===== src/rtl/i2crs_pkg.sv =====
// ----------------------------------------------------------------------------
// i2crs_pkg
// Shared types and constants of the rangefinder I2C transaction sequencer.
// ----------------------------------------------------------------------------
package i2crs_pkg;

    // Sequencer states, one per bus step of a transaction.
    typedef enum logic [3:0] {
        ST_IDLE      = 4'd0,
        ST_ADDR_SENT = 4'd1,
        ST_REG_SENT  = 4'd2,
        ST_VAL_SENT  = 4'd3,
        ST_SETTLE    = 4'd4,
        ST_PTR_START = 4'd5,
        ST_PTR_ADDR  = 4'd6,
        ST_PTR_REG   = 4'd7,
        ST_PTR_STOP  = 4'd8,
        ST_RD_START  = 4'd9,
        ST_RD_ADDR   = 4'd10,
        ST_RD_HIGH   = 4'd11,
        ST_ACK_HIGH  = 4'd12,
        ST_RD_LOW    = 4'd13,
        ST_NACK_LOW  = 4'd14,
        ST_RD_STOP   = 4'd15
    } t_seq_state;

    // Commands handed to the bus controller.
    typedef enum logic [2:0] {
        CMD_NONE  = 3'd0,
        CMD_START = 3'd1,
        CMD_STOP  = 3'd2,
        CMD_TX    = 3'd3,
        CMD_RCV   = 3'd4,
        CMD_ACK   = 3'd5,
        CMD_NACK  = 3'd6
    } t_bus_cmd;

    // Item kinds on the input stream.
    localparam logic FUNC_REQUEST = 1'b0;
    localparam logic FUNC_EVENT   = 1'b1;

    // Configuration register indexes.
    localparam int  CFG_IDX_W = 2;
    localparam logic [CFG_IDX_W-1:0] CFG_DEVICE_ADDRESS    = 2'd0;
    localparam logic [CFG_IDX_W-1:0] CFG_DISTANCE_REGISTER = 2'd1;

    // Reset values.
    localparam logic [6:0] DEVICE_ADDRESS_RST    = 7'h62;
    localparam logic [6:0] DISTANCE_REGISTER_RST = 7'h0f;
    localparam logic [7:0] PENDING_REG_RST       = 8'h04;
    localparam logic [7:0] PENDING_VAL_RST       = 8'h09;

    localparam logic [7:0] AUTO_INC_BIT = 8'h80;

    localparam int IN_TDATA_W  = 32;
    localparam int OUT_TDATA_W = 32;

    // Fields of one input item after unpacking.
    typedef struct packed {
        logic       func;
        logic [7:0] reg_addr;
        logic [7:0] reg_value;
        logic       read_after;
        logic       nack_seen;
        logic [7:0] rx_byte;
    } t_item;

    // Fields of one result item.
    typedef struct packed {
        t_bus_cmd    bus_cmd;
        logic [7:0]  tx_byte;
        logic [15:0] range_value;
        logic        bus_error;
    } t_result;

    // Configuration values seen by the sequencer.
    typedef struct packed {
        logic [6:0] device_address;
        logic [6:0] distance_register;
    } t_cfg;

endpackage


===== src/rtl/i2crs_cfg.sv =====
// ----------------------------------------------------------------------------
// i2crs_cfg
// Configuration register file: device address and distance register.
// ----------------------------------------------------------------------------
module i2crs_cfg (
    input  logic                          i_clk,
    input  logic                          i_rst_n,
    input  logic                          i_cfg_valid,
    output logic                          o_cfg_ready,
    input  logic [i2crs_pkg::CFG_IDX_W-1:0] i_cfg_index,
    input  logic [6:0]                    i_cfg_data,
    output i2crs_pkg::t_cfg               o_cfg
);
    import i2crs_pkg::*;

    logic [6:0] r_device_address;
    logic [6:0] r_distance_register;

    assign o_cfg_ready = 1'b1;

    always_ff @(posedge i_clk) begin
        if (!i_rst_n) begin
            r_device_address    <= DEVICE_ADDRESS_RST;
            r_distance_register <= DISTANCE_REGISTER_RST;
        end else if (i_cfg_valid) begin
            // Writes to indexes beyond the register list are dropped.
            if (i_cfg_index == CFG_DEVICE_ADDRESS) begin
                r_device_address <= i_cfg_data;
            end
            if (i_cfg_index == CFG_DISTANCE_REGISTER) begin
                r_distance_register <= i_cfg_data;
            end
        end
    end

    assign o_cfg.device_address    = r_device_address;
    assign o_cfg.distance_register = r_distance_register;

endmodule


===== src/rtl/i2crs_fsm.sv =====
// ----------------------------------------------------------------------------
// i2crs_fsm
// Transaction state machine: one state step per accepted event item, producing
// the bus command and the status that follows that step.
// ----------------------------------------------------------------------------
module i2crs_fsm (
    input  logic               i_clk,
    input  logic               i_rst_n,
    input  logic               i_accept,
    input  i2crs_pkg::t_item   i_item,
    input  i2crs_pkg::t_cfg    i_cfg,
    output i2crs_pkg::t_result o_result
);
    import i2crs_pkg::*;

    t_seq_state  r_state,        n_state;
    logic        r_nack_latch,   n_nack_latch;
    logic        r_error_flag,   n_error_flag;
    logic [15:0] r_distance,     n_distance;
    logic [7:0]  r_pending_reg,  n_pending_reg;
    logic [7:0]  r_pending_val,  n_pending_val;
    logic        r_pending_read, n_pending_read;

    t_bus_cmd    cmd;
    logic [7:0]  tx;
    logic [7:0]  addr_wr;
    logic [7:0]  addr_rd;

    assign addr_wr = {i_cfg.device_address, 1'b0};
    assign addr_rd = {i_cfg.device_address, 1'b1};

    always_ff @(posedge i_clk) begin
        if (!i_rst_n) begin
            r_state        <= ST_IDLE;
            r_nack_latch   <= 1'b0;
            r_error_flag   <= 1'b0;
            r_distance     <= '0;
            r_pending_reg  <= PENDING_REG_RST;
            r_pending_val  <= PENDING_VAL_RST;
            r_pending_read <= 1'b0;
        end else if (i_accept) begin
            r_state        <= n_state;
            r_nack_latch   <= n_nack_latch;
            r_error_flag   <= n_error_flag;
            r_distance     <= n_distance;
            r_pending_reg  <= n_pending_reg;
            r_pending_val  <= n_pending_val;
            r_pending_read <= n_pending_read;
        end
    end

    always_comb begin
        n_state        = r_state;
        n_nack_latch   = r_nack_latch;
        n_error_flag   = r_error_flag;
        n_distance     = r_distance;
        n_pending_reg  = r_pending_reg;
        n_pending_val  = r_pending_val;
        n_pending_read = r_pending_read;
        cmd            = CMD_NONE;
        tx             = 8'h00;

        if (i_item.func == FUNC_REQUEST) begin
            // A request while a transaction is running is dropped.
            if (r_state == ST_IDLE) begin
                n_pending_reg  = i_item.reg_addr;
                n_pending_val  = i_item.reg_value;
                n_pending_read = i_item.read_after;
                cmd            = CMD_START;
            end
        end else begin
            case (r_state)
                ST_IDLE: begin
                    // The error of the previous transaction becomes visible now.
                    n_error_flag = r_nack_latch;
                    cmd          = CMD_TX;
                    tx           = addr_wr;
                    n_state      = ST_ADDR_SENT;
                end
                ST_ADDR_SENT: begin
                    if (i_item.nack_seen) begin
                        n_nack_latch = 1'b1;
                        cmd          = CMD_STOP;
                        n_state      = ST_SETTLE;
                    end else begin
                        n_nack_latch = 1'b0;
                        cmd          = CMD_TX;
                        tx           = r_pending_reg;
                        n_state      = ST_REG_SENT;
                    end
                end
                ST_REG_SENT: begin
                    if (i_item.nack_seen) begin
                        n_nack_latch = 1'b1;
                        cmd          = CMD_STOP;
                        n_state      = ST_SETTLE;
                    end else begin
                        cmd     = CMD_TX;
                        tx      = r_pending_val;
                        n_state = ST_VAL_SENT;
                    end
                end
                ST_VAL_SENT: begin
                    cmd = CMD_STOP;
                    if (i_item.nack_seen) begin
                        n_nack_latch = 1'b1;
                        n_state      = ST_SETTLE;
                    end else if (!r_pending_read) begin
                        n_state = ST_SETTLE;
                    end else begin
                        n_state = ST_PTR_START;
                    end
                end
                ST_SETTLE: begin
                    n_state = ST_IDLE;
                end
                ST_PTR_START: begin
                    cmd     = CMD_START;
                    n_state = ST_PTR_ADDR;
                end
                ST_PTR_ADDR: begin
                    cmd     = CMD_TX;
                    tx      = addr_wr;
                    n_state = ST_PTR_REG;
                end
                ST_PTR_REG: begin
                    if (i_item.nack_seen) begin
                        n_nack_latch = 1'b1;
                        cmd          = CMD_STOP;
                        n_state      = ST_SETTLE;
                    end else begin
                        cmd     = CMD_TX;
                        tx      = AUTO_INC_BIT | {1'b0, i_cfg.distance_register};
                        n_state = ST_PTR_STOP;
                    end
                end
                ST_PTR_STOP: begin
                    cmd = CMD_STOP;
                    if (i_item.nack_seen) begin
                        n_nack_latch = 1'b1;
                        n_state      = ST_SETTLE;
                    end else begin
                        n_state = ST_RD_START;
                    end
                end
                ST_RD_START: begin
                    cmd     = CMD_START;
                    n_state = ST_RD_ADDR;
                end
                ST_RD_ADDR: begin
                    cmd     = CMD_TX;
                    tx      = addr_rd;
                    n_state = ST_RD_HIGH;
                end
                ST_RD_HIGH: begin
                    if (i_item.nack_seen) begin
                        n_nack_latch = 1'b1;
                        cmd          = CMD_STOP;
                        n_state      = ST_SETTLE;
                    end else begin
                        cmd     = CMD_RCV;
                        n_state = ST_ACK_HIGH;
                    end
                end
                ST_ACK_HIGH: begin
                    n_distance = {i_item.rx_byte, 8'h00};
                    cmd        = CMD_ACK;
                    n_state    = ST_RD_LOW;
                end
                ST_RD_LOW: begin
                    cmd     = CMD_RCV;
                    n_state = ST_NACK_LOW;
                end
                ST_NACK_LOW: begin
                    n_distance = r_distance | {8'h00, i_item.rx_byte};
                    cmd        = CMD_NACK;
                    n_state    = ST_RD_STOP;
                end
                default: begin
                    // Final stop of a read transaction.
                    cmd     = CMD_STOP;
                    n_state = ST_SETTLE;
                end
            endcase
        end
    end

    assign o_result.bus_cmd     = cmd;
    assign o_result.tx_byte     = tx;
    assign o_result.range_value = n_distance;
    assign o_result.bus_error   = n_error_flag;

    // A request never moves the state machine.
    a_request_holds_state: assert property (@(posedge i_clk) disable iff (!i_rst_n)
        i_accept && (i_item.func == FUNC_REQUEST) |=> r_state == $past(r_state))
        else $error("request changed the sequencer state");

    // The settle step always returns to idle.
    a_settle_to_idle: assert property (@(posedge i_clk) disable iff (!i_rst_n)
        i_accept && (i_item.func == FUNC_EVENT) && (r_state == ST_SETTLE)
        |=> r_state == ST_IDLE)
        else $error("settle step did not return to idle");

    // The reported error only moves on the first event of a transaction.
    a_error_update: assert property (@(posedge i_clk) disable iff (!i_rst_n)
        !(i_accept && (i_item.func == FUNC_EVENT) && (r_state == ST_IDLE))
        |=> $stable(r_error_flag))
        else $error("error flag changed outside the idle event");

    // Distance only changes on the two receive-answer steps.
    a_distance_update: assert property (@(posedge i_clk) disable iff (!i_rst_n)
        !(i_accept && (r_state == ST_ACK_HIGH || r_state == ST_NACK_LOW))
        |=> $stable(r_distance))
        else $error("distance changed outside a receive step");

endmodule


===== src/rtl/i2c_rangefinder_transaction_sequencer.sv =====
// ----------------------------------------------------------------------------
// i2c_rangefinder_transaction_sequencer
// Each accepted input item yields one result item, held in the output register
// from the next cycle. Throughput: one item per cycle; the state step and the
// command mux sit between the input handshake and a single output register.
// The output register drains while a new item enters, so only a stalled,
// full output holds off the input side.
// Reset (i_rst_n low, synchronous) empties the output and restores state.
// ----------------------------------------------------------------------------
module i2c_rangefinder_transaction_sequencer (
    input  logic                                i_clk,
    input  logic                                i_rst_n,
    // Input stream.
    input  logic                                s_axis_tvalid,
    output logic                                s_axis_tready,
    // [7:0] reg_addr, [15:8] reg_value, [16] read_after, [17] nack_seen,
    // [25:18] rx_byte, [31:26] zero
    input  logic [i2crs_pkg::IN_TDATA_W-1:0]    s_axis_tdata,
    // [0] func
    input  logic                                s_axis_tuser,
    // Result stream.
    output logic                                m_axis_tvalid,
    input  logic                                m_axis_tready,
    // [2:0] bus_cmd, [10:3] tx_byte, [26:11] range_value, [27] bus_error,
    // [31:28] zero
    output logic [i2crs_pkg::OUT_TDATA_W-1:0]   m_axis_tdata,
    // Configuration writes.
    input  logic                                i_cfg_valid,
    output logic                                o_cfg_ready,
    input  logic [i2crs_pkg::CFG_IDX_W-1:0]     i_cfg_index,
    input  logic [6:0]                          i_cfg_data
);
    import i2crs_pkg::*;

    t_item   item;
    t_cfg    cfg;
    t_result result;
    t_result r_out;
    logic    r_out_valid;
    logic    accept;

    assign item.reg_addr   = s_axis_tdata[7:0];
    assign item.reg_value  = s_axis_tdata[15:8];
    assign item.read_after = s_axis_tdata[16];
    assign item.nack_seen  = s_axis_tdata[17];
    assign item.rx_byte    = s_axis_tdata[25:18];
    assign item.func       = s_axis_tuser;

    assign s_axis_tready = !r_out_valid || m_axis_tready;
    assign accept        = s_axis_tvalid && s_axis_tready;

    i2crs_cfg u_cfg (
        .i_clk       (i_clk),
        .i_rst_n     (i_rst_n),
        .i_cfg_valid (i_cfg_valid),
        .o_cfg_ready (o_cfg_ready),
        .i_cfg_index (i_cfg_index),
        .i_cfg_data  (i_cfg_data),
        .o_cfg       (cfg)
    );

    i2crs_fsm u_fsm (
        .i_clk    (i_clk),
        .i_rst_n  (i_rst_n),
        .i_accept (accept),
        .i_item   (item),
        .i_cfg    (cfg),
        .o_result (result)
    );

    always_ff @(posedge i_clk) begin
        if (!i_rst_n) begin
            r_out_valid <= 1'b0;
        end else if (accept) begin
            r_out_valid <= 1'b1;
        end else if (m_axis_tready) begin
            r_out_valid <= 1'b0;
        end
    end

    always_ff @(posedge i_clk) begin
        if (accept) begin
            r_out <= result;
        end
    end

    assign m_axis_tvalid = r_out_valid;
    assign m_axis_tdata  = {4'h0, r_out.bus_error, r_out.range_value,
                            r_out.tx_byte, r_out.bus_cmd};

endmodule

===== config.mk =====
export PLATFORM = sky130hd
export DESIGN_NAME = i2c_rangefinder_transaction_sequencer
export DESIGN_NICKNAME = d
export VERILOG_FILES = /design/src/rtl/i2crs_pkg.sv /design/src/rtl/i2crs_cfg.sv /design/src/rtl/i2crs_fsm.sv /design/src/rtl/i2c_rangefinder_transaction_sequencer.sv
export SDC_FILE = /design/constraint.sdc
export NUM_CORES = 1
export LEC_CHECK = 0
export BUFFER_PORTS_ARGS = -buffer_cell sky130_fd_sc_hd__buf_2
export CAP_MARGIN = 20
export CORE_UTILIZATION = 54
export DETAILED_ROUTE_END_ITERATION = 10
export MAX_ROUTING_LAYER = met4
export PLACE_DENSITY = 0.8
export SYNTH_ARGS = -nofsm -noshare
export SYNTH_HDL_FRONTEND = slang
export SYNTH_SLANG_ARGS = --single-unit

===== constraint.sdc =====
create_clock -name i_clk -period 2.35 [get_ports i_clk]
set_input_delay 0.235 -clock i_clk [delete_from_list [all_inputs] [get_ports i_clk]]
set_output_delay 0.235 -clock i_clk [all_outputs]
set_load 0.05 [all_outputs]

---- After elaboration in Yosys (flattened, before gate mapping) ----
Index checks and enable logic that the tools add are counted.
Widths: inputs -> output; s select.
storage, ports and cells
  bits in registers ....................... 82
  latch bits .............................. 0
  RAM bits ................................ 0
  ROM bits ................................ 0
  bits of input ports ..................... 47
  output and inout bits ................... 35
  word-level logic and storage cells ...... 75
  memories kept ........................... 0
cells by class
  add/subtract/negate cells ............... 0
  multiply operators ...................... 0
  divide/modulo/power cells ............... 0
  order comparisons ....................... 0
  equality and inequality tests ........... 16
  shift operators ......................... 0
  mux-type cells .......................... 26
  bitwise logic cells ..................... 2
  reduce and logical (&&, ||, !) cells .... 17
operator list
  cell                number
  $pmux 4 s15         1
  $pmux 8 s5          1
  $pmux 16 s2         1
  $eq 4x4->1 const B  7
  $mux 8              3
  $pmux 3 s8          1
  $eq 4x3->1 const B  4
  $mux 16             1
  $mux 4              4
  $or 16x8->16        1
  $mux 3              4
  $mux 1              9
  $eq 4x2->1 const B  2
  $reduce_and 2->1    3
  $reduce_or 3->1     2
  $reduce_or 5->1     1
  $eq 4x1->1 const B  1
  $logic_not 4->1     1
  $reduce_and 4->1    1
  $reduce_bool 2->1   2
  $reduce_or 2->1     2
  $reduce_and 3->1    1
  $eq 2x1->1 const B  1
  $logic_not 2->1     1
  other kinds (6)     6

---- Longest topological paths before layout ----
Gate-level depths: netlist (run 1).
  depth after elaboration ................. 4
  gate-level depth with buffers ........... 7
  gate-level depth less buffers ........... 5

---- By module ----
Synthesis (run 1) repeated with hierarchy kept, for this count alone.
unflattened totals
  cells, all modules ...................... 387
  area total of the unflattened synthesis .. 3,818.7 sq um
by module, submodules not included
  module                                 instances  cells each  area an instance (sq um)  sequential area each (sq um)
  i2crs_fsm                              1          288         2,284.7                   780.7
  i2c_rangefinder_transaction_sequencer  1          38          932.1                     860.8
  i2crs_cfg                              1          61          601.8                     280.3

---- Worst setup path after synthesis (run 1) ----
Ideal clock, no wire load.
  kind .................................... register -> register
  start point ............................. reg r_out_valid, in the netlist m_axis_tvalid
  end point ............................... reg r_out, in the netlist m_axis_tdata[0] (enable)
  setup time .............................. 390 ps
  arrival ................................. 1,937 ps
  required time ........................... 1,960 ps
  path slack .............................. 23 ps
  cell stages (with the launch flop) ...... 4
  path buffers ............................ 0
  clock period less this slack ............ 2,327 ps
  path through ............................ dfxtp_1 -> nor2b_1 -> inv_1 -> and2_1
between the ends
  longest elaborated chain between the ends .. 3
RTL lines
  item                    RTL line                                     RTL
  from (decl)             i2c_rangefinder_transaction_sequencer.sv:39  logic r_out_valid;
  from (signal assigned)  i2c_rangefinder_transaction_sequencer.sv:73  r_out_valid <= 1'b0;
  from (signal assigned)  i2c_rangefinder_transaction_sequencer.sv:75  r_out_valid <= 1'b1;
  from (signal assigned)  i2c_rangefinder_transaction_sequencer.sv:77  r_out_valid <= 1'b0;
  $logic_not 1->1         i2c_rangefinder_transaction_sequencer.sv:49  assign s_axis_tready = !r_out_valid || m_axis_tready;
  $logic_or 1x1->1        i2c_rangefinder_transaction_sequencer.sv:49
  via s_axis_tready       i2c_rangefinder_transaction_sequencer.sv:15  output logic s_axis_tready,
  $logic_and 1x1->1       i2c_rangefinder_transaction_sequencer.sv:50  assign accept = s_axis_tvalid && s_axis_tready;
  via accept              i2c_rangefinder_transaction_sequencer.sv:40  logic accept;
  to (signal assigned)    i2c_rangefinder_transaction_sequencer.sv:83  r_out <= result;
  to (decl)               i2c_rangefinder_transaction_sequencer.sv:38  t_result r_out;
The timed path passes the listed nets, and every way through them passes these cells.
A chain may end at the register's enable or synchronous reset.

---- Worst setup path after layout (run 1) ----
  start point ............................. reg u_fsm.r_state[1]
  end point ............................... reg r_out, in the netlist m_axis_tdata[6] (data pin)
between the ends
  longest elaborated chain between the ends .. 3
  elaborated cells between the ends (all ways) .. 8
  those cells by class .................... 5 x eq/ne; 1 x mux; 2 x reduce/logical
RTL lines
  item                                                  RTL line         RTL
  from (decl)                                           i2crs_fsm.sv:16  t_seq_state r_state, n_state;
  from (signal assigned)                                i2crs_fsm.sv:42  r_state <= n_state;
  $eq 4x3->1 / $logic_not 4->1 (equally long branches)  i2crs_fsm.sv:72  case (r_state)
  $reduce_or 2->1 (no source line)                      -
  $pmux 8 s5 *                                          i2crs_fsm.sv:72
Every way passes the cells marked *; elsewhere a longest branch is shown, timed or not.

==> results of run 1 <==
## where the power goes
group          internal (W)  switching [W]
sequential          0.00152      0.0000268
combinational      0.000131       0.000278
clock              0.000394       0.000537
total               0.00205       0.000842
## per-stage QoR
| stage | util | total power, W | hold slack [ns] |
|---|---|---|---|
| 2_1_floorplan | - | 0.00187 | 0.356 |
| 3_3_place_gp | 0.621 | 0.00198 | 0.447 |
| 3_5_place_dp | 0.621 | 0.00198 | 0.453 |
| 4_1_cts | 0.648 | 0.00290 | 0.0818 |
| 5_1_grt | 0.648 | 0.00299 | 0.0938 |
| 6_report | 0.648 | 0.00289 | 0.0877 |
## metal layers
layer	GRT usage	routed length, um	share of wire
met1	0.297	3350	0.43
met2	0.392	3840	0.49
met3	0.0495	483	0.062
met4	0.107	174	0.022
met5	-	0	0
## worst paths after layout
check / start / endpoint / slack (ns) / cells after the start
min: s_axis_tdata[11] / u_fsm.r_pending_val[3]$_SDFFE_PN1P_ / 0.09 / 3
max: u_fsm.r_state[1]$_SDFFE_PN0P_ / m_axis_tdata[6]$_SDFFCE_PN0P_ / 0.36 / 4
min reg2reg: u_fsm.r_pending_val[0]$_SDFFE_PN1P_ / u_fsm.r_pending_val[0]$_SDFFE_PN1P_ / 0.47 / 2
max reg2reg: u_fsm.r_state[1]$_SDFFE_PN0P_ / m_axis_tdata[6]$_SDFFCE_PN0P_ / 0.36 / 4
## cell families (layout without fill, tap and decap cells)
logic type / after synthesis / in the layout
DFF: 82 / 82
muxes: 51 / 51
other: 2 / 5
buffers and inverters: 34 / 102
and+or+nand+nor: 117 / 117
AOI/OAI and AO/OA: 60 / 60
## cells in the mapped netlist (2+ instances only)
library cell  instances
buf_6                 5
nor2b_1               5
nand3_1               2
dfxtp_1              54
a311oi_1              2
a222oi_1              7
a31oi_1               3
edfxtp_1             28
nand2b_1              4
mux2i_1              42
buf_2                 8
and3_1                4
inv_1                 4
clkbuf_1              8
o21ai_0              10
a22o_1                8
conb_1                2
mux2_2                9
o22ai_1               3
a21o_1                2
nor2_1               64
nand3b_1              2
and2_1                3
nand2_1              20
a21oi_1              17
buf_4                 7
## area by class of cell
type / count / area (sq um)
sequential: 82 / 1920
fill: 529 / 2260
multi-input combinational: 233 / 1520
clock buffer: 10 / 128
timing repair buffer: 81 / 433
clock inverter: 6 / 50.0
inverter: 5 / 18.8
tap: 77 / 96.3
## worst min-delay path: stages
cell and delay [ns]:
buf_2 0.07, mux2i_1 0.05, nand2_1 0.05
==> results.ini, run 1 <==
[status]
status=finished with violations
violations=DRC

[synth]
synthAdderAreaFrac=0
avgSynthCellArea_sq_um=10.5
synth_area_leaders=dfxtp_1 30%, edfxtp_1 23%, mux2i_1 12%
synth_top_family_by_area=simple AND/OR/NAND/NOR gates
ys_seq_area_frac=0.530
post-synth-top-area-cell=dfxtp_1
synth_xor_area_frac=0
synth_area_sq_um=3630
ys_seq_elements=82
synthCells=346
yosysWarnings=0
synth_compound_area_frac=0.113
synth-simple-area-share=0.156
synth_cell_types=49
async_flop_share=0
synth_mux_area_frac=0.144
synth_ff_type=dfxtp_1
synth_edf_count=28
synth_top_area_share=0.298

[timing]
max_clock_freq_ghz=0.503
setup_viol=0
skew_ns=0.00763
worst_pin_slew_ns=0.864
final_hold_viol_count=0
setup_slack_ns=0.362
relSlewSlack=0.422
finalSetupTns_ns=0
slew_viol_final=0
rsz0062_at_grt=false
period_needed_ns=1.99
finalCritPeriodShare=0.846

[clock_tree]
ctsResizeCount=0
holdBufCountCts=0
cts_tree=done
cts-root-buf=clkbuf_8
clkTransAtPathRegs_ns=0.08
cts_setup_buffers=0
cts_buffers=9
h-tree-depth=3
clkSinkCount=82
cts_max_path_buffers=2
insertion_delay_ns=0.36

[drt]
drtIter0Drc=328
routedWlPerCell_um=15.9
drc=6
ant_nets=0
drt_wl_total_um=7840
vias_per_cell=5.77
vias=2849
dr.pass1.iters=9

[cells_and_area]
num_antenna_cells=0
largest_reg_flops=28
stdcell_area_sq_um=4160
drive_gt1_frac=0.266
mostFrequentLayoutCell=buf_2
fin_nets=459
final_cell_mix=70 x buf_2, 64 x nor2_1, 54 x dfxtp_1, 42 x mux2i_1, 28 x edfxtp_1
area_delta_synth_final_pct=14.8
fin_cells=494

[worst_setup_path]
worst-path-buf-inv=0
crit_chain=nand2b_1, nor4_2, a222oi_1, nor2_1
critPathArrivalTime_ns=2.21
critical_path_class=flip-flop to flip-flop
slowest_delay_ns=0.71
crit_slowest_cell=dfxtp_1
cp_top_family=simple AND/OR/NAND/NOR gates
cp.required_ns=2.57
start_kind=flip-flop
critPathCaptureType=flip-flop
crit_fanout=18

[global_routing]
overflow=0
grt_max_degree=27
grt_pass1_wl_um=13000
grt_usage=0.243
antenna_found_initial=0
grt_pass1_vias=2716

[floorplan]
dieWidth_um=84.0
rows=29
die_y_um=84.0
dieArea_sq_um=7050
start_util=0.565
core_area_sq_um=6420
boundaryPins=82

[placed_design]
placed_area_sq_um=3990
gp_congestion=0.895
dpl.cell_count=478
pre_cts_ws_ns=0.398
portBuffers=70
dp_hpwl_um=5260

[worst_hold_path]
hold_class=input pin to flip-flop

[flow_run]
max_cap_violations=0

[power_and_ir_drop]
cellLeakagePower_nw=1.83
power.density_nw_per_um2=694
ir_worst_vdd_mv=0.465

Note: power is estimated with default switching activity, not from simulation.
==> run 2: changes to the inputs <==
==> constraint.sdc (replaced) <==
create_clock -name i_clk -period 1.9 [get_ports i_clk]
set_input_delay 0.19 -clock i_clk [delete_from_list [all_inputs] [get_ports i_clk]]
set_output_delay 0.19 -clock i_clk [all_outputs]
set_load 0.05 [all_outputs]
==> results.ini, run 2 (same netlist as run 1, synthesis figures left out) <==
[timing]
slew_viol_final=0  ; unchanged
max_clock_freq_ghz=0.555  ; +10%
rsz0062_at_grt=false
period_needed_ns=1.80  ; -0.185 ns
finalSetupTns_ns=0  ; unchanged
relSlewSlack=0.430  ; +0.00880
finalCritPeriodShare=0.949  ; +0.103
final_hold_viol_count=0  ; unchanged
setup_viol=0  ; unchanged
worst_pin_slew_ns=0.851  ; -0.0132 ns
skew_ns=0.00886  ; +0.00123 ns

[status]
violations=DRC
status=finished with violations

[placed_design]
dp_hpwl_um=5370  ; +2.1%
portBuffers=70  ; unchanged
gp_congestion=0.891  ; -0.45%
placed_area_sq_um=4070  ; +2.0%

[cells_and_area]
fin_nets=466  ; +1.5%
num_antenna_cells=0  ; unchanged
final_util=0.664  ; +0.0160
drive_gt1_frac=0.288  ; +0.0215
stdcell_area_sq_um=4270  ; +2.5%
final_cell_mix=70 x buf_2, 64 x nor2_1, 53 x dfxtp_1, 42 x mux2i_1, 28 x edfxtp_1
mostFrequentLayoutCell=buf_2
area_delta_synth_final_pct=17.6
largest_reg_flops=28  ; unchanged

[clock_tree]
ctsResizeCount=0  ; unchanged
cts_tree=done
cts_setup_buffers=0  ; unchanged
insertion_delay_ns=0.36  ; about the same
holdBufCountCts=0  ; unchanged
cts-root-buf=clkbuf_8
cts_max_path_buffers=2  ; unchanged
clkSinkCount=82  ; unchanged
cts_buffers=9  ; unchanged
clkTransAtPathRegs_ns=0.08  ; about the same
h-tree-depth=3  ; unchanged

[power_and_ir_drop]
cellLeakagePower_nw=1.90  ; +3.9%
seq_power_share=0.513  ; -0.023
p_comb_frac=0.142  ; about the same
power.density_nw_per_um2=872  ; +26%
clkPwrFrac=0.345  ; +0.022
p_sw_w=0.00105  ; +24%
p_int_w=0.00268  ; +31%
power_w=0.00372  ; +29%
ir_worst_vdd_mv=0.527  ; +13%
p_sw_frac=0.281  ; -0.0106

[drt]
dr_wl_met3_um=501  ; +3.7%
drt_wl_total_um=7980  ; +1.8%
vias=2832  ; -0.60%
met1Wirelength_um=3390  ; +1.4%
met2WireLength_um=3930  ; +2.2%
vias_per_cell=5.65  ; -2.0%
routedWlPerCell_um=15.9  ; +0.38%
top_layer=met4
ant_nets=0  ; unchanged
drc=6  ; unchanged
dr.pass1.iters=10  ; +1
drtIter0Drc=364  ; +11%

[floorplan]
dieArea_sq_um=7050  ; unchanged
dieWidth_um=84.0  ; unchanged
die_y_um=84.0  ; unchanged
boundaryPins=82  ; unchanged
core_area_sq_um=6420  ; unchanged
rows=29  ; unchanged
start_util=0.565  ; unchanged

[worst_setup_path]
critPathArrivalTime_ns=1.92  ; -0.29 ns
reg2reg_to=m_axis_tdata[25]$_DFFE_PP_
critical_path_class=flip-flop to flip-flop
reg2reg_depth=3  ; -1
start_kind=flip-flop
cp.required_ns=2.01  ; -0.56 ns
crit_fanout=16  ; -2
critPathCaptureType=flip-flop
r2r_slack_ns=0.1  ; -0.27 ns
r2r-start=u_fsm.r_state[0]$_SDFFE_PN0P_

[flow_run]
max_cap_violations=0  ; unchanged

[worst_hold_path]
hold_end=u_fsm.r_pending_val[3]$_SDFFE_PN1P_
worst_hold_startpoint=s_axis_tdata[11]
hold_class=input pin to flip-flop
whs_path_depth=3  ; unchanged

[global_routing]
overflow=0  ; unchanged
grt_pass1_wl_um=13000  ; +0.32%
grt_max_degree=32  ; +19%
grt_pass1_vias=2708  ; -0.29%
grt_usage=0.244  ; +0.00110
antenna_found_initial=0  ; unchanged

run 2: through the flow:
| step | cells | hold WS (ns) | setup slack (ns) |
|---|---|---|---|
| 4_1_cts | 501 | 0.0331 | 0.0539 |
| 2_1_floorplan | 349 | 0.311 | 0.0486 |
| 6_report | 501 | 0.0397 | 0.0967 |
| 5_1_grt | 501 | 0.0468 | 0.0106 |
| 3_3_place_gp | 485 | 0.405 | 0.113 |
| 3_5_place_dp | 485 | 0.407 | 0.0746 |
run 2: worst max-delay path, stage by stage (launching register included):
cell and delay [ns]:
dfxtp_1 0.32, and4b_1 0.26, and2_1 0.56, mux2_2 0.41
run 2: worst max path at each step:
stage                                              from  slack, ns                                   to  cells after the start
final                     u_fsm.r_state[0]$_SDFFE_PN0P_        0.1           m_axis_tdata[25]$_DFFE_PP_                      3
after detailed placement  u_fsm.r_state[0]$_SDFFE_PN0P_       0.07           m_axis_tdata[25]$_DFFE_PP_                      3
after global placement    u_fsm.r_state[0]$_SDFFE_PN0P_       0.11           m_axis_tdata[24]$_DFFE_PP_                      3
after CTS                 u_fsm.r_state[0]$_SDFFE_PN0P_       0.05           m_axis_tdata[25]$_DFFE_PP_                      3
after global routing      u_fsm.r_state[0]$_SDFFE_PN0P_       0.01           m_axis_tdata[19]$_DFFE_PP_                      3
after floorplan              m_axis_tvalid$_SDFFE_PN0P_       0.05  u_fsm.r_pending_reg[2]$_SDFFE_PN1P_                      7
run 2: area by class of cell:
type | count | area, sq um
inverters | 5 | 18.8
fillers | 530 | 2160
flip-flops and latches | 82 | 1920
clock inverters | 7 | 76.3
well taps | 77 | 96.3
clock buffers | 9 | 124
repair buffers | 88 | 510
multi-input cells | 233 | 1520
run 2: power by group through the flow:
stage	Combinational, W	Sequential, W	Clock [W]
final	0.000527	0.00191	0.00128
after global routing	0.000559	0.00192	0.00137
after CTS	0.000525	0.00191	0.00130
after detailed placement	0.000522	0.00195	0
after global placement	0.000515	0.00195	0
after floorplan	0.000248	0.00207	0
run 2: per-layer routing:
layer | GRT usage | vias up
met5 | - | -
met4 | 0.121 | 0
met3 | 0.0415 | 19
met2 | 0.399 | 114
met1 | 0.293 | 1328
li1 | - | 1371
